==> src/design/mma_pkg.sv <==
// Package for the multicanonical Metropolis acceptance block.
// Holds the item types, command and register codes and the fixed-point constants.
// Depends on nothing.
`timescale 1ns / 1ps
`default_nettype none
package mma_pkg;

   typedef struct packed {
      logic [1:0]         cmd;
      logic [9:0]         table_index;
      logic signed [31:0] load_value;
      logic signed [31:0] charge_delta;
      logic [23:0]        uniform_fraction;
   } req_type;

   typedef struct packed {
      logic               accepted;
      logic signed [31:0] charge_now;
      logic signed [31:0] potential_change;
      logic [24:0]        accept_probability;
   } rsp_type;

   localparam logic [1:0] CMD_WRITE   = 2'd0;
   localparam logic [1:0] CMD_CHARGE  = 2'd1;
   localparam logic [1:0] CMD_PROPOSE = 2'd2;

   localparam logic [1:0] CSR_HALF_RANGE = 2'd0;
   localparam logic [1:0] CSR_SPACING    = 2'd1;
   localparam logic [1:0] CSR_POINTS     = 2'd2;

   localparam logic [30:0] LOG2E_Q30 = 31'd1549082005;
   localparam logic [30:0] ONE_Q30   = 31'd1073741824;
   localparam logic [24:0] ONE_Q24   = 25'd16777216;

   function automatic logic [63:0] isqrt64(input logic [63:0] value);
      logic [63:0] v;
      logic [63:0] res;
      logic [63:0] bitv;
      v = value;
      res = 64'd0;
      bitv = 64'd1 << 62;
      for (int i = 0; i < 32; i++) begin
         if (v >= res + bitv) begin
            v = v - (res + bitv);
            res = (res >> 1) + bitv;
         end else begin
            res = res >> 1;
         end
         bitv = bitv >> 2;
      end
      return res;
   endfunction

   // Entry k is 2^(-2^-k) in Q0.30, built by repeated square roots.
   function automatic logic [16:0][29:0] root_table_f();
      logic [16:0][29:0] tab;
      logic [63:0] r;
      r = 64'd1 << 29;
      tab[0] = r[29:0];
      for (int k = 1; k <= 16; k++) begin
         r = isqrt64(r << 30);
         tab[k] = r[29:0];
      end
      return tab;
   endfunction

   localparam logic [16:0][29:0] ROOTS = root_table_f();

endpackage
`default_nettype wire

==> src/design/mma_exp.sv <==
// Iterative evaluation of 2^(-dv * log2 e) as an acceptance probability in Q1.24.
// Uses the root table and constants of mma_pkg; one multiply per cycle.
`timescale 1ns / 1ps
`default_nettype none
module mma_exp (
   input  wire logic        clock,
   input  wire logic        reset,
   input  wire logic        start,
   input  wire logic [30:0] dv,
   output logic             done,
   output logic [24:0]      prob
);
   import mma_pkg::*;

   typedef enum logic [1:0] {E_IDLE, E_ROUND, E_LOOP, E_FINISH} state_type;

   state_type   state_ff;
   logic        done_ff;
   logic [61:0] prod_ff;
   logic [15:0] n_ff;
   logic [15:0] f_ff;
   logic [4:0]  k_ff;
   logic [30:0] a_ff;
   logic [24:0] prob_ff;
   logic [31:0] z;
   logic [60:0] step_prod;
   logic [30:0] a_shift;

   assign z         = 32'((prod_ff + 62'd536870912) >> 30);
   assign step_prod = a_ff * ROOTS[k_ff];
   assign a_shift   = (n_ff >= 16'd31) ? 31'd0 : (a_ff >> n_ff[4:0]);

   always_ff @(posedge clock) begin
      if (reset) begin
         state_ff <= E_IDLE;
         done_ff  <= 1'b0;
      end else begin
         done_ff <= 1'b0;
         case (state_ff)
            E_IDLE: begin
               if (start) begin
                  prod_ff  <= dv * LOG2E_Q30;
                  state_ff <= E_ROUND;
               end
            end
            E_ROUND: begin
               n_ff     <= z[31:16];
               f_ff     <= z[15:0];
               a_ff     <= ONE_Q30;
               k_ff     <= 5'd1;
               state_ff <= E_LOOP;
            end
            E_LOOP: begin
               if (f_ff[15]) begin
                  a_ff <= step_prod[60:30];
               end
               f_ff <= {f_ff[14:0], 1'b0};
               k_ff <= k_ff + 5'd1;
               if (k_ff == 5'd16) begin
                  state_ff <= E_FINISH;
               end
            end
            E_FINISH: begin
               prob_ff  <= 25'(a_shift >> 6);
               done_ff  <= 1'b1;
               state_ff <= E_IDLE;
            end
            default: state_ff <= E_IDLE;
         endcase
      end
   end

   assign done = done_ff;
   assign prob = prob_ff;
endmodule
`default_nettype wire

==> config.mk <==
export PLATFORM = sky130hd
export DESIGN_NAME = mma_exp
export DESIGN_NICKNAME = d
export VERILOG_FILES = /design/src/design/mma_pkg.sv /design/src/design/mma_exp.sv
export SDC_FILE = /design/constraint.sdc
export NUM_CORES = 2
export LEC_CHECK = 0
export ABC_AREA = 1
export BUFFER_PORTS_ARGS = -buffer_cell sky130_fd_sc_hd__buf_4
export CAP_MARGIN = 40
export CORE_MARGIN = 2
export CORE_UTILIZATION = 43
export DETAILED_ROUTE_END_ITERATION = 7
export PLACE_DENSITY = 0.65
export REMOVE_ABC_BUFFERS = 1
export SLEW_MARGIN = 20
export SYNTH_ARGS = -nofsm -noshare
export SYNTH_HDL_FRONTEND = slang
export SYNTH_SLANG_ARGS = --single-unit
==> constraint.sdc <==
create_clock -name clock -period 13.1 [get_ports clock]
set_input_delay 3.93 -clock clock [delete_from_list [all_inputs] [get_ports clock]]
set_output_delay 3.93 -clock clock [all_outputs]
set_load 0.01 [all_outputs]
==> results by stage <==
Logic synthesis:
- The proportion of synthesized flip-flops having asynchronous set or reset is 0%.
- By area the synthesized netlist is led by sky130_fd_sc_hd__fa_1, sky130_fd_sc_hd__inv_1, sky130_fd_sc_hd__ha_1.
- The synthesis-stage register bit count is between 150 and 200.
- Yosys printed 0 warnings.
- Of all cell types, the one taking the most synthesized area is sky130_fd_sc_hd__fa_1.
- The unique cell type count in the Yosys netlist is 60.
- The post-synthesis cell area is ~0.057 mm².
- In this run, synthesis inferred between 100 and 150 flip-flops with an integrated enable.
- The fraction of post-synthesis cell area in the top cell type by area is approximately two fifths.
- The number of cells produced by synthesis is about 7k.
- The average cell area after synthesis is about 8.0 µm².
- The most used flip-flop cell after synthesis is sky130_fd_sc_hd__edfxtp_1.
- The sequential-to-total area share from yosys stat is 7.756%.

Clocking:
- TritonCTS created 17 clock buffers.
- The cell sitting at the root of the clock tree is a sky130_fd_sc_hd__clkbuf_16.
- The CTS tree is built.
- The clock transition at the registers of the reported paths is roughly 0.080 ns.
- The later pin in the worst-skew pair is clocked with a latency of around 0.5 ns.
- The count of cells resized by post-cts repair is 0.
- The largest buffer count on any clock path is 2.
- For this design, the CTS-stage hold fixing added 0 buffers.
- The clock tree synthesis step divided the H-tree into 4 levels.
- The total setup buffers inserted after CTS is 0.
- CTS saw 158 sinks.

Layout:
- The final net count is around 8.9k.
- The fraction of layout cells with a size suffix above 1 is 3.409%.
- The number of antenna cells inserted is 0.
- Compared with the post-synthesis result, the final layout area differs by 5.203%.
- The utilization of the core after routing is a little under half.

STA:
- The post-route worst hold slack is between 0.5 and 0.6 ns.
- Setup violations remaining at the end of the flow were counted as 0.
- The clock arrives with between 0.015 and 0.02 ns of skew.
- For this run, the top clock speed supported by timing is roughly 0.10 GHz.
- Setup repair after global routing left no endpoint under its margin.
- The number of pins with negative max-slew slack in the final report came to 0.
- The transition time of the tightest slew-check pin is a little over 0.8 ns.
- Setup total negative slack on the finished layout was measured at 0 ns.
- The count of final hold-check violations is 0.
- The relative max-transition margin is 44.58%.
- Counting I/O delays and the setup requirement, the final critical path takes between 9 and 10 ns.
- The final critical path takes up between 70% and 80% of the cycle.

Die:
- After floorplanning, the core was divided into roughly 130 placement rows.
- The total core area is roughly 0.13 mm².
- The die is 368.2 µm tall.
- In this run the count of I/O pins placed on the die edge is 60.
- The die outline area is roughly 0.14 mm².
- The floorplan step set the die width to between 300 and 400 µm.
- The initial core utilization is between 40% and 50%.

Critical path:
- In this run the worst setup path begins at dv[11].
- The worst path arrival time is slightly above 10 ns.
- STA classifies the critical path endpoint as a flop.
- STA puts the critical path data required time at roughly 13 ns.
- The largest fanout on the critical path is 8.
- The source of the worst register-to-register timing path is a_ff[22].
- The worst setup path is launched from an input pin.
- The kind of critical path is input pin to flop.

Routing:
- The detailed-route via count is 43.74k.
- After detailed routing, the average wire length per cell comes to between 15 and 20 µm.
- Dividing the detail-routed via count by the number of cells gives ~5.0.
- The first TritonRoute pass finished after 6 iterations.
- The number of remaining DRC errors is 0.
- The detailed router finished its first iteration with roughly 2.5k violations.
- The total wire length after detailed routing is between 150 and 200 mm.
- The detail route stage leaves a number of antenna-violating nets equal to 0.

Placed design:
- Routability-driven placement finished with a final weighted congestion of 0.9771.
- The total half-perimeter wirelength after legalization and detailed placement is 143.6 mm.
- The count of buffers added on input and output ports is 59.

Status:
- The run finished with clean final reports.

Global routing:
- The wire length of the first global-routing pass is between 200 and 300 mm.
- Summed over all layers, the global routing overflow is 0.
- The pin count of the biggest net entering global routing is 60.
- The overall track demand over capacity in global routing is about a quarter.
- The number of antenna violations at the first check in global routing is 0.
- The number of global-route vias before repair came to ~49k.

Min path:
- The critical hold path startpoint is f_ff[3].
- The type of the tightest min-delay check is flop to flop.

Job:
- The max-cap check violation count is 0.
==> through the flow <==
stage          instances  worst slack, ns  cell area [µm²]
5_1_grt             8795            2.861            60010
2_1_floorplan       6880            3.616            56170
6_report            8795            3.265            60010
4_1_cts             8792            3.271            59950
3_5_place_dp        8760            2.735            59360
3_3_place_gp        8756            2.695            59300
==> synth_stat cells, types with 4 or more instances <==
| cell type | n |
|---|---|
| sky130_fd_sc_hd__inv_1 | 2239 |
| sky130_fd_sc_hd__nand2_1 | 1512 |
| sky130_fd_sc_hd__fa_1 | 1181 |
| sky130_fd_sc_hd__ha_1 | 637 |
| sky130_fd_sc_hd__nor2_1 | 369 |
| sky130_fd_sc_hd__a21oi_1 | 195 |
| sky130_fd_sc_hd__clkbuf_1 | 168 |
| sky130_fd_sc_hd__o21ai_0 | 167 |
| sky130_fd_sc_hd__edfxtp_1 | 126 |
| sky130_fd_sc_hd__nand3_1 | 119 |
| sky130_fd_sc_hd__dfxtp_1 | 32 |
| sky130_fd_sc_hd__nor3_1 | 31 |
| sky130_fd_sc_hd__xor2_1 | 31 |
| sky130_fd_sc_hd__buf_1 | 24 |
| sky130_fd_sc_hd__o21bai_1 | 22 |
| sky130_fd_sc_hd__xnor2_1 | 20 |
| sky130_fd_sc_hd__nand4_1 | 16 |
| sky130_fd_sc_hd__o211ai_1 | 16 |
| sky130_fd_sc_hd__o21ai_1 | 16 |
| sky130_fd_sc_hd__a21o_1 | 15 |
| sky130_fd_sc_hd__inv_2 | 12 |
| sky130_fd_sc_hd__nor2_2 | 12 |
| sky130_fd_sc_hd__nand2_2 | 10 |
| sky130_fd_sc_hd__nor3_2 | 10 |
| sky130_fd_sc_hd__o21a_1 | 10 |
| sky130_fd_sc_hd__a31oi_1 | 9 |
| sky130_fd_sc_hd__buf_2 | 9 |
| sky130_fd_sc_hd__nor2_4 | 7 |
| sky130_fd_sc_hd__a21boi_0 | 6 |
| sky130_fd_sc_hd__buf_6 | 6 |
| sky130_fd_sc_hd__mux2i_1 | 6 |
| sky130_fd_sc_hd__buf_4 | 5 |
| sky130_fd_sc_hd__nand3_2 | 5 |
| sky130_fd_sc_hd__a32oi_1 | 4 |
| sky130_fd_sc_hd__o21ai_2 | 4 |
| sky130_fd_sc_hd__o31ai_1 | 4 |
==> routing by layer <==
layer | wire (µm) | vias to the layer above | GRT usage, %
li1 | - | 20290 | -
met1 | 65540 | 21920 | 30.59
met2 | 87960 | 1185 | 48.07
met3 | 7154 | 344 | 2.121
met4 | 8274 | 0 | 11.01
met5 | 0 | - | 0
==> cell usage in the layout, fill, tap and decap left out, types with 119 or more instances in the layout <==
| cell type | instances |
|---|---|
| sky130_fd_sc_hd__o21ai_0 | 167 |
| sky130_fd_sc_hd__a21oi_1 | 195 |
| sky130_fd_sc_hd__nand3_1 | 119 |
| sky130_fd_sc_hd__nor2_1 | 367 |
| sky130_fd_sc_hd__fa_1 | 1181 |
| sky130_fd_sc_hd__nand2_1 | 1512 |
| sky130_fd_sc_hd__edfxtp_1 | 126 |
| sky130_fd_sc_hd__buf_4 | 122 |
| sky130_fd_sc_hd__inv_1 | 2239 |
| sky130_fd_sc_hd__ha_1 | 636 |
==> logic make-up after synthesis <==
kind of cell    Yosys count  synth area share, %
compound gates          482                4.722
xor+xnor                 51               0.7830
fa+ha+maj              1818                55.42
buf+inv                2464                16.34
flops                   158                7.756
mux                       6               0.1053
simple gates           2113                14.87
==> layout make-up <==
type | count | area [µm²]
fill | 13190 | 71620
multi-input combinational | 4470 | 43320
inverter | 2252 | 8453
sequential | 158 | 4428
tap | 1755 | 2196
timing repair buffer | 128 | 1037
clock buffer | 18 | 439.2
clock inverter | 14 | 142.6
==> worst max-delay path: stages <==
cell and delay (ns):
sky130_fd_sc_hd__buf_4 0.16, sky130_fd_sc_hd__inv_1 0.13, sky130_fd_sc_hd__fa_1 0.51, sky130_fd_sc_hd__fa_1 0.52
sky130_fd_sc_hd__inv_1 0.04, sky130_fd_sc_hd__ha_1 0.32, sky130_fd_sc_hd__fa_1 0.51, sky130_fd_sc_hd__inv_1 0.06
sky130_fd_sc_hd__fa_1 0.53, sky130_fd_sc_hd__inv_1 0.05, sky130_fd_sc_hd__fa_1 0.47, sky130_fd_sc_hd__fa_1 0.53
sky130_fd_sc_hd__inv_1 0.06, sky130_fd_sc_hd__fa_1 0.50, sky130_fd_sc_hd__inv_1 0.05, sky130_fd_sc_hd__ha_1 0.30
sky130_fd_sc_hd__nand2_1 0.09, sky130_fd_sc_hd__nor2_1 0.21, sky130_fd_sc_hd__inv_1 0.12, sky130_fd_sc_hd__nor2_1 0.13
sky130_fd_sc_hd__nand3_1 0.08, sky130_fd_sc_hd__o21ai_0 0.42, sky130_fd_sc_hd__nand3_1 0.19, sky130_fd_sc_hd__nand3_1 0.12
sky130_fd_sc_hd__nand2_1 0.06
==> final timing paths <==
| check | to | slack [ns] | cells past startpoint |
|---|---|---|---|
| setup / recovery | prod_ff[60] | 3.27 | 25 |
| hold reg to reg | f_ff[4] | 0.52 | 2 |
| hold / removal | f_ff[4] | 0.52 | 2 |
| setup reg to reg | a_ff[2] | 5.35 | 24 |
Power is left out: the tool's default activity adds up to more than one toggle a clock period on the data nets, which glitch-free logic cannot reach.
