<file path="config.mk">
export PLATFORM = sky130hd
export DESIGN_NAME = mma_div
export DESIGN_NICKNAME = d
export VERILOG_FILES = /design/src/design/mma_div.sv
export SDC_FILE = /design/constraint.sdc
export NUM_CORES = 1
export LEC_CHECK = 0
export ABC_AREA = 1
export BUFFER_PORTS_ARGS = -buffer_cell sky130_fd_sc_hd__buf_2
export CORE_MARGIN = 4
export CORE_UTILIZATION = 50
export CTS_CLUSTER_SIZE = 10
export DETAILED_ROUTE_END_ITERATION = 10
export GPL_TIMING_DRIVEN = 1
export PLACE_DENSITY = 0.85
export SLEW_MARGIN = 10
export SYNTH_ARGS = -nofsm -noshare
export SYNTH_HDL_FRONTEND = slang
export SYNTH_SLANG_ARGS = --single-unit
</file>
<file path="constraint.sdc">
create_clock -name clock -period 5.9 [get_ports clock]
set_clock_uncertainty 0.15 [all_clocks]
set_input_delay 0.295 -clock clock [delete_from_list [all_inputs] [get_ports clock]]
set_output_delay 0.295 -clock clock [all_outputs]
set_load 0.01 [all_outputs]
</file>
<file path="src/design/mma_div.sv">
// Restoring divider, one quotient bit per cycle, 34 quotient bits.
// The dividend must be below divisor * 2^34. No package dependencies.
`timescale 1ns / 1ps
`default_nettype none
module mma_div (
   input  wire logic        clock,
   input  wire logic        reset,
   input  wire logic        start,
   input  wire logic [63:0] dividend,
   input  wire logic [30:0] divisor,
   output logic             done,
   output logic [33:0]      quotient,
   output logic [30:0]      remainder
);
   logic        busy_ff;
   logic        done_ff;
   logic [5:0]  cnt_ff;
   logic [30:0] r_ff;
   logic [33:0] d_ff;
   logic [30:0] dsr_ff;
   logic [31:0] r2;
   logic        ge;

   assign r2 = {r_ff, d_ff[33]};
   assign ge = r2 >= {1'b0, dsr_ff};

   always_ff @(posedge clock) begin
      if (reset) begin
         busy_ff <= 1'b0;
         done_ff <= 1'b0;
         cnt_ff  <= 6'd0;
      end else begin
         done_ff <= 1'b0;
         if (start) begin
            busy_ff <= 1'b1;
            cnt_ff  <= 6'd0;
            r_ff    <= {1'b0, dividend[63:34]};
            d_ff    <= dividend[33:0];
            dsr_ff  <= divisor;
         end else if (busy_ff) begin
            r_ff   <= ge ? 31'(r2 - {1'b0, dsr_ff}) : r2[30:0];
            d_ff   <= {d_ff[32:0], ge};
            cnt_ff <= cnt_ff + 6'd1;
            if (cnt_ff == 6'd33) begin
               busy_ff <= 1'b0;
               done_ff <= 1'b1;
            end
         end
      end
   end

   assign done      = done_ff;
   assign quotient  = d_ff;
   assign remainder = r_ff;
endmodule
`default_nettype wire

</file>
==> reports/qor.csv, run 1 <==
stage;metric;value;unit
timing;WHS;0.05214;ns
timing;fmax;323.2;MHz
synth;area fraction of the dominant cell type after synthesis;40.48;%
global_route;vias in the first global route;6677;
placement;area post-placement;8060;µm²
min_path;Hold Crit Endpoint;remainder[28];
placement;PortBufs;163;
run_status;status;complete, no violations;
global_route;initial antenna violation count;0;
critical_path;CP arrival;3.06;ns
layout;area of the multi-input gates;3353;µm²
timing;setup TNS;0;ns
clock_tree;CTS tree;built;
route;DRC;0;
critical_path;worst reg2reg startpoint;remainder[22];
die;Die H;127.3;µm
synth;prevailing post-synth register cell;edfxtp_1;
timing;Final Worst Setup Slack;2.806;ns
layout;Final nets;1293;
global_route;largest net degree at the start of global routing;68;
die;die area;16220;µm²
global_route;first-pass GRT wire length;32.49;mm
min_path;Hold Startpoint;dividend[62];
critical_path;worst-path maximum fanout;33;
timing;final hold viol count;0;
placement;DP HPWL;15.06;mm
timing;Max-slew headroom;28.45;%
timing;unrepaired setup endpoints after global routing;false;
synth;Post-Syn Nets;1107;
timing;Final Setup Violations;0;
die;Row Count;43;
layout;fill count;1274;
clock_tree;Longest Clk Path Bufs;2;
critical_path;endpoint type of the worst setup path;register;
critical_path;critical path class;register to register;
critical_path;worst reg-to-reg setup slack;2.81;ns
min_path;Hold Path Stages;3;
clock_tree;clock buffer count from CTS;9;
synth;Yosys warnings;0;
critical_path;R2R cell count;11;
synth;Yosys reg bits;104;
timing;period utilization;52.44;%
synth;Cells after Synth;975;
power;Power per Cell Area;273.5;nW/µm²
layout;Non-Filler Instances;1346;
route;DR WL/cell;14.91;µm
clock_tree;Worst-path clk slew;0.07;ns
clock_tree;clk_lat worst skew;0.35;ns
clock_tree;Clock Root Buffer;clkbuf_16;
global_route;gr usage total;25.37;%
route;drt first pass iters;5;
power;leakage;4.602;nW
critical_path;startpoint types;register;
synth;Area contributors post-synth;edfxtp_1 (40%), nand2_1 (23%), inv_1 (8.3%), ha_1 (5.8%), nand3_1 (3.9%);
critical_path;Worst Path Required;5.87;ns
route;Routed Antenna Nets;0;
route;DRT Wirelength;20.07;mm
die;Starting Density;51.11;%
clock_tree;H-tree level count;3;
layout;design area;8672;µm²
layout;share of cells above drive strength 1;18.52;%
placement;Placed Cells;1299;
die;core outline area;13930;µm²
synth;sequential share of the synthesized area;42.73;%
timing;Slew @ Worst Pin;1.071;ns
route;drt first-iter violations;528;
clock_tree;number of gates resized after cts;0;
timing;Pins Over Slew Limit;0;
global_route;grt ovf;0;
synth;most area-hungry cell type in the Yosys netlist;edfxtp_1;
run;Max-Cap Viols;0;
clock_tree;CTS Sinks;104;
route;via/cell ratio;5.042;
critical_path;Worst R2R End;remainder[29];
synth;Synth Cell Area;7122;µm²
layout;FF/Latch Area;3043;µm²
synth;syn_area_per_cell;7.304;µm²
route;routed vias;6786;
layout;synthesis-to-finish area growth;21.77;%
power;Max VDD drop;0.1514;mV
timing;minimum clock period;3.094;ns
synth;Synth async-reset ratio;0;%
die;I/O pins;164;
placement;GP Congestion;0.9435;
die;width of the chip;127.3;µm
min_path;Worst Hold Class;primary input to register;
synth;synth unique cells;36;
synth;Post-synth EDFFs;96;
layout;Ant. Diodes;0;
placement;pre-CTS setup slack;2.756;ns
## layout by cell type (no fill, tap or decap), types with 4 or more instances in the layout
cell type        n
nor3_1           4
o21ai_0          7
buf_2          163
ha_1            33
nand2_1        438
nor2_4           6
clkbuf_16       10
a21oi_1         21
nand2_2         14
dfxtp_1          8
nor2_1          48
nand3_1         55
inv_1          157
dlygate4sd3_1   31
edfxtp_1        96
nand3b_1        19
nand4_1          9
xnor2_1         13
## logic make-up after synthesis
kind of cell    Yosys count  share of synthesized area, %
compound gates           33                         2.442
fa+ha+maj                34                         6.079
flops                   104                         42.73
simple gates            607                         36.45
buf+inv                 182                         10.45
xor+xnor                 15                         1.845
## power breakdown
| part | switching (W) | internal [W] | total [W] |
|---|---|---|---|
| Sequential | 0.0000449 | 0.000898 | 0.000943 |
| Combinational | 0.000514 | 0.000302 | 0.000816 |
| Clock | 0.000284 | 0.000329 | 0.000613 |
## registers in the layout, indices dropped and copies added, names as in the netlist
name / cells
quotient: 34
dsr_ff: 31
remainder: 31
cnt_ff: 6
busy_ff: 1
done: 1
## synth_stat cells, types with 5 or more instances
master / count
a21oi_1: 21
buf_6: 5
clkbuf_1: 13
dfxtp_1: 8
edfxtp_1: 96
ha_1: 33
inv_1: 158
nand2_1: 438
nand2_2: 14
nand3_1: 55
nand3b_1: 19
nand4_1: 9
nor2_1: 49
nor2_4: 5
o21ai_0: 8
xnor2_1: 13
## metal layers
metal / global-route usage, % / vias to the layer above / wire (µm)
met1: 32.25 / 3058 / 8467
met4: 10.03 / 0 / 533
met2: 42.52 / 286 / 9444
met3: 5.142 / 41 / 1624
met5: 0 / - / 0
li1: - / 3401 / -
## how the worst max path moves through the flow
stage / start / slack (ns) / cells past startpoint / end
after global routing: remainder[24] / 2.54 / 11 / remainder[29]
after global placement: remainder[22] / 2.93 / 11 / remainder[29]
after floorplan: start / 0.16 / 2 / quotient[0]
after detailed placement: remainder[22] / 2.76 / 11 / remainder[29]
after CTS: remainder[22] / 2.78 / 11 / remainder[29]
final: remainder[22] / 2.81 / 11 / remainder[29]
## timing repair
action,in CTS,in global routing
hold buffers,31,0
setup buffers,0,0
setup endpoints to repair,0,0
hold endpoints to repair,31,0
## per-stage QoR
stage | power, W | utilization [%]
after floorplan | 0.001531 | -
after global placement | 0.001731 | 57.84
after detailed placement | 0.001748 | 57.84
after CTS | 0.002372 | 62.23
after global routing | 0.002526 | 62.23
final | 0.002372 | 62.23
## final cells by class
cell class | count | area share (%)
Clock buffer | 12 | 3.088
Clock inverter | 4 | 0.3896
Multi-Input combinational cell | 689 | 38.67
Timing Repair Buffer | 197 | 13.24
Inverter | 160 | 6.925
Sequential cell | 104 | 35.09
Tap cell | 180 | 2.597
## worst max-delay path, cell delays in order, from the launching register on
cell      delay, ns
edfxtp_1       0.42
ha_1           0.40
a21oi_1        0.24
nand2_1        0.11
a21oi_2        0.17
nor2_2         0.07
nor2_4         0.53
nand2_8        0.27
nand2_4        0.28
nand2_1        0.09
nand2_1        0.08
nand2_1        0.04
Note: power is estimated with default switching activity, not from simulation.
==> run 2, diff against run 1 <==
==> constraint.sdc (replaced) <==
create_clock -name clock -period 2.61 [get_ports clock]
set_clock_uncertainty 0.15 [all_clocks]
set_input_delay 0.1305 -clock clock [delete_from_list [all_inputs] [get_ports clock]]
set_output_delay 0.1305 -clock clock [all_outputs]
set_load 0.01 [all_outputs]
==> run 2 against run 1 <==
- maximum frequency is 22% higher
- hold slack worse by 0.010 ns
- register-to-register slack worse by 2.7 ns
- critical path type unchanged
==> reports/qor.csv, run 2 (synthesis gave the netlist of run 1 again) <==
stage;metric;value;unit;change
route;DRC;0;;unchanged
run;Max-Cap Viols;0;;unchanged
clock_tree;Worst-path clk slew;0.08;ns;about the same
die;core outline area;13930;µm²;unchanged
timing;Pins Over Slew Limit;0;;unchanged
min_path;Hold Path Stages;4;;+1
route;via/cell ratio;5.022;;-0.40%
route;Routed Antenna Nets;0;;unchanged
critical_path;Max stage delay on crit path;0.37;ns;-0.16 ns
critical_path;CP arrival;2.49;ns;-0.57 ns
layout;Final nets;1382;;+6.9%
layout;share of cells above drive strength 1;20.08;%;+1.6 points
layout;commonest non-fill, non-tap cell in the layout;nand2_1;;
global_route;gr usage total;26.83;%;+1.5 points
timing;final hold viol count;0;;unchanged
route;routed vias;7211;;+6.3%
layout;max FFs per register;34;;unchanged
layout;synthesis-to-finish area growth;34.56;%;
global_route;routing usage on met2;45.12;%;+2.6 points
global_route;initial antenna violation count;1;;+1
run_status;status;complete, no violations;;
clock_tree;H-tree level count;3;;unchanged
placement;GP Congestion;0.9420;;-0.16%
power;Power per Cell Area;579.5;nW/µm²;+110%
critical_path;Worst Path Required;2.57;ns;-3.30 ns
timing;period utilization;96.95;%;+45 points
global_route;GRT Max-Usage Layer;met2;;
die;die area;16220;µm²;unchanged
timing;unrepaired setup endpoints after global routing;true;;
timing;Max-slew headroom;52.65;%;+24 points
layout;commonest non-fill, non-tap cells in the layout;nand2_1 (436), buf_2 (163), inv_1 (156);;
clock_tree;clk_lat worst skew;0.36;ns;about the same
global_route;grt ovf;0;;unchanged
timing;Final Setup Violations;0;;unchanged
critical_path;worst reg-to-reg setup slack;0.08;ns;-2.73 ns
route;drt first-iter violations;492;;-6.8%
power;Max VDD drop;0.4845;mV;+220%
critical_path;startpoint types;register;;
global_route;largest net degree at the start of global routing;67;;-1.5%
global_route;GR Util met1;33.19;%;+0.94 points
power;Power Total;0.005554;W;+130%
route;DRT Wirelength;21.73;mm;+8.3%
clock_tree;Clock Root Buffer;clkbuf_16;;
critical_path;CP Cell Sequence;inv_1 -> ha_1 -> fa_2 -> inv_2 -> nand2_1 -> nand2_2 -> nand3_2 -> nand2_4 -> nand2_2 -> nand3_2 -> nand2_4 -> nand2_8 -> buf_8 -> nand2_1 -> nand3_1 -> nand2_1;;
critical_path;CP dominant cell by count;nand2_1;;
clock_tree;CTS tree;built;;
timing;Slew @ Worst Pin;0.7103;ns;-0.3604 ns
global_route;vias in the first global route;7168;;+7.4%
critical_path;critical path class;register to register;;
placement;DP HPWL;15.43;mm;+2.5%
power;leakage;4.993;nW;+8.5%
timing;minimum clock period;2.530;ns;-0.5634 ns
die;width of the chip;127.3;µm;unchanged
critical_path;CP max stage cell;fa_2;;
die;Row Count;43;;unchanged
die;Starting Density;51.11;%;unchanged
critical_path;endpoint type of the worst setup path;register;;
route;DR WL/cell;15.13;µm;+1.5%
global_route;met3 usage;6.982;%;+1.8 points
route;drt first pass iters;5;;unchanged
global_route;first-pass GRT wire length;34.65;mm;+6.6%
clock_tree;clock buffer count from CTS;9;;unchanged
timing;fmax;395.2;MHz;+22%
critical_path;R2R cell count;16;;+5
die;I/O pins;164;;unchanged
clock_tree;Longest Clk Path Bufs;2;;unchanged
clock_tree;CTS Sinks;104;;unchanged
placement;PortBufs;163;;unchanged
min_path;Worst Hold Class;primary input to register;;
die;Die H;127.3;µm;unchanged
critical_path;worst-path maximum fanout;15;;-55%
timing;WHS;0.04189;ns;-0.01025 ns
run 2: changes by cell type in the layout (fill, tap and decap cells not counted), sizes merged:
cell,delta
diode,+1
buf,+25
clkinvlp,+1
clkinv,+1
dlygate4sd3,+64
inv,+1
clkbuf,-3
run 2: per-layer routing:
layer / share of wire, % / up-vias
met2: 48 / 352
met5: 0 / -
met3: 9.0 / 47
met1: 40 / 3231
li1: - / 3581
met4: 3.2 / 0
run 2: power breakdown:
| group | internal (W) | leakage (nW) | switching, W |
|---|---|---|---|
| Sequential | 0.00203 | 0.987 | 0.000104 |
| Clock | 0.000667 | 0.140 | 0.000670 |
| Combinational | 0.000849 | 3.87 | 0.00123 |
| Total | 0.00355 | 4.99 | 0.00201 |
run 2: final timing paths:
path              endpoint    startpoint
max          remainder[11]  quotient[33]
min reg2reg      cnt_ff[5]     cnt_ff[5]
max reg2reg  remainder[11]  quotient[33]
min              cnt_ff[3]         reset
run 2: per-stage QoR:
stage               util (%)  area (µm²)  cells  worst slack, ns  TNS, ns
global placement       59.17        8245   1322          0.07646        0
CTS                    68.10        9489   1433        0.0009970        0
global route           68.77        9583   1436         -0.03907  -0.3764
finish                 68.77        9583   1436          0.07972        0
floorplan                  -        7126    975          0.07766        0
detailed placement     59.17        8245   1322          0.01118        0
run 2: final cells by class:
cell class / count / area, µm²
Fill cell: 1140 / 4352
Multi-Input combinational cell: 689 / 3398
Sequential cell: 104 / 3043
Timing Repair Buffer: 286 / 2024
Inverter: 160 / 600.6
Clock buffer: 9 / 225.2
Tap cell: 180 / 225.2
Clock inverter: 7 / 63.81
Antenna cell: 1 / 2.502
run 2: repair_timing:
action                     in CTS  in global routing
gates cloned                    0                  0
setup endpoints to repair       3                 31
hold buffers                   95                  0
setup buffers                   0                  2
hold endpoints to repair       95                  0
pin swaps                       0                  1
resized for setup               1                 20
run 2: worst max-delay path: cells and delay by family (launching register included):
family	cells	cell delay [ns]
buffers and inverters	3	0.30
and+or+nand+nor	11	0.89
adders and majority gates	2	0.59
DFF	1	0.35
==> run 3, diff against run 2 <==
==> constraint.sdc (replaced) <==
create_clock -name clock -period 2.61 [get_ports clock]
set_clock_uncertainty 0.15 [all_clocks]
set_input_delay 0 -clock clock [delete_from_list [all_inputs] [get_ports clock]]
set_output_delay 0 -clock clock [all_outputs]
set_load 0.01 [all_outputs]
==> run 3 against run 2 <==
- global-route usage increased by 0.58 points
- clock-buffer cell count stayed put
- hold slack lost 0.031 ns
- final area up 1.3%
- power increased by 4.0%
- maximum frequency grew 1.3%
- routed wire length increased by 2.6%
- setup slack better by 0.034 ns
- sequential share of layout area is 0.41 points lower
- critical path type unchanged
- critical endpoint is now remainder[18]
- largest cell class unchanged
==> reports/qor.csv, run 3 (synthesis gave the netlist of run 1 again) <==
stage;metric;value;unit;change
run;Max-Cap Viols;0;;unchanged
timing;Final Worst Setup Slack;0.1134;ns;+0.03364 ns
die;width of the chip;127.3;µm;unchanged
min_path;Worst Hold Class;primary input to register;;
power;Max VDD drop;0.4417;mV;-8.8%
global_route;vias in the first global route;7208;;+0.56%
run_status;status;complete, no violations;;
route;DR WL/cell;15.51;µm;+2.5%
critical_path;startpoint types;register;;
clock_tree;CTS Sinks;104;;unchanged
critical_path;Worst Path Required;2.57;ns;about the same
timing;minimum clock period;2.497;ns;-0.03364 ns
layout;share of cells above drive strength 1;20.53;%;+0.45 points
global_route;first-pass GRT wire length;35.01;mm;+1.0%
layout;Ant. Diodes;0;;-1
timing;Pins Over Slew Limit;0;;unchanged
timing;unrepaired setup endpoints after global routing;true;;
route;drt first pass iters;5;;unchanged
layout;max FFs per register;34;;unchanged
layout;Non-Filler Instances;1437;;+0.070%
timing;Final Setup Violations;0;;unchanged
die;core outline area;13930;µm²;unchanged
die;die area;16220;µm²;unchanged
route;DRT Wirelength;22.29;mm;+2.6%
route;routed vias;7300;;+1.2%
critical_path;endpoint type of the worst setup path;register;;
timing;fmax;400.5;MHz;+1.3%
power;Power per Cell Area;594.9;nW/µm²;+2.6%
placement;area post-placement;8243;µm²;about the same
placement;DP HPWL;15.14;mm;-1.8%
layout;commonest non-fill, non-tap cells in the layout;nand2_1 (436), buf_2 (163), inv_1 (156);;
die;Row Count;43;;unchanged
global_route;grt ovf;0;;unchanged
timing;WHS;0.01118;ns;-0.03071 ns
layout;commonest non-fill, non-tap cell in the layout;nand2_1;;
placement;Placed Cells;1320;;-0.15%
timing;Max-slew headroom;27.64;%;-25 points
global_route;initial antenna violation count;0;;-1
placement;PortBufs;163;;unchanged
route;Routed Antenna Nets;0;;unchanged
global_route;gr usage total;27.41;%;+0.58 points
critical_path;CP arrival;2.46;ns;-0.03 ns
timing;period utilization;95.66;%;-1.3 points
layout;synthesis-to-finish area growth;36.30;%;
timing;Slew @ Worst Pin;1.081;ns;+0.3710 ns
critical_path;worst-path maximum fanout;8;;-7
clock_tree;clk_lat worst skew;0.37;ns;about the same
clock_tree;clock buffer count from CTS;9;;unchanged
clock_tree;H-tree level count;3;;unchanged
layout;design area;9707;µm²;+1.3%
die;Die H;127.3;µm;unchanged
global_route;largest net degree at the start of global routing;67;;unchanged
clock_tree;Clock Root Buffer;clkbuf_16;;
clock_tree;Worst-path clk slew;0.08;ns;about the same
timing;final hold viol count;0;;unchanged
critical_path;critical path class;register to register;;
die;I/O pins;164;;unchanged
placement;GP Congestion;0.9413;;about the same
clock_tree;CTS tree;built;;
route;via/cell ratio;5.080;;+1.2%
route;drt first-iter violations;512;;+4.1%
layout;Final nets;1384;;+0.14%
die;Starting Density;51.11;%;unchanged
power;leakage;5.039;nW;+0.92%
route;DRC;0;;unchanged
placement;pre-CTS setup slack;0.0002751;ns;-0.01091 ns
clock_tree;Longest Clk Path Bufs;2;;unchanged
## run 3: worst paths after layout
check | to | startpoint | slack (ns) | depth (start not counted)
min | dsr_ff[13] | start | 0.01 | 3
max reg2reg | remainder[18] | quotient[33] | 0.11 | 16
max | remainder[18] | quotient[33] | 0.11 | 16
min reg2reg | cnt_ff[5] | cnt_ff[5] | 0.32 | 1
## run 3: through the flow
step / power (W) / utilization [%] / setup TNS (ns)
after floorplan: 0.003452 / - / 0
after global placement: 0.004006 / 59.15 / 0
after detailed placement: 0.004046 / 59.15 / 0
after CTS: 0.005635 / 68.35 / -0.07281
after global routing: 0.006115 / 69.66 / -0.01211
final: 0.005774 / 69.66 / 0
## run 3: report_power, final
part           switching (W)  total, W  internal (W)
registers           0.000103   0.00213       0.00203
clock network       0.000713   0.00149      0.000776
logic                0.00126   0.00215      0.000891
## run 3: metal layers
metal,share of wire [%],track usage (%)
met1,39,33.79
met2,47,46.02
met3,9.7,6.773
met4,3.6,11.29
met5,0,0
## run 3: cell type report
cell class                      count  area (µm²)
Clock buffer                        9       225.2
Clock inverter                      7       95.09
Fill cell                        1088        4228
Inverter                          160       600.6
Multi-Input combinational cell    689        3423
Sequential cell                   104        3043
Tap cell                          180       225.2
Timing Repair Buffer              288        2095
## run 3: critical path, cell delays in order, from the launching register on
cell	delay, ns
edfxtp_1	0.35
inv_1	0.06
ha_2	0.20
fa_2	0.40
inv_2	0.08
nand2_1	0.06
nand2_2	0.07
nand3_2	0.08
nand2_4	0.09
nand2_2	0.06
nand3_2	0.08
nand2_4	0.08
nand2_8	0.13
clkbuf_16	0.18
nand2_1	0.05
nand2_1	0.06
nand2_1	0.07
## run 3: what timing repair did
action,in CTS,in global routing
pin swaps,0,3
gates cloned,0,2
setup endpoints to repair,8,31
buffers inserted,0,3
gates resized for setup,0,26
hold buffers,96,0
endpoints found under the hold margin,118,0
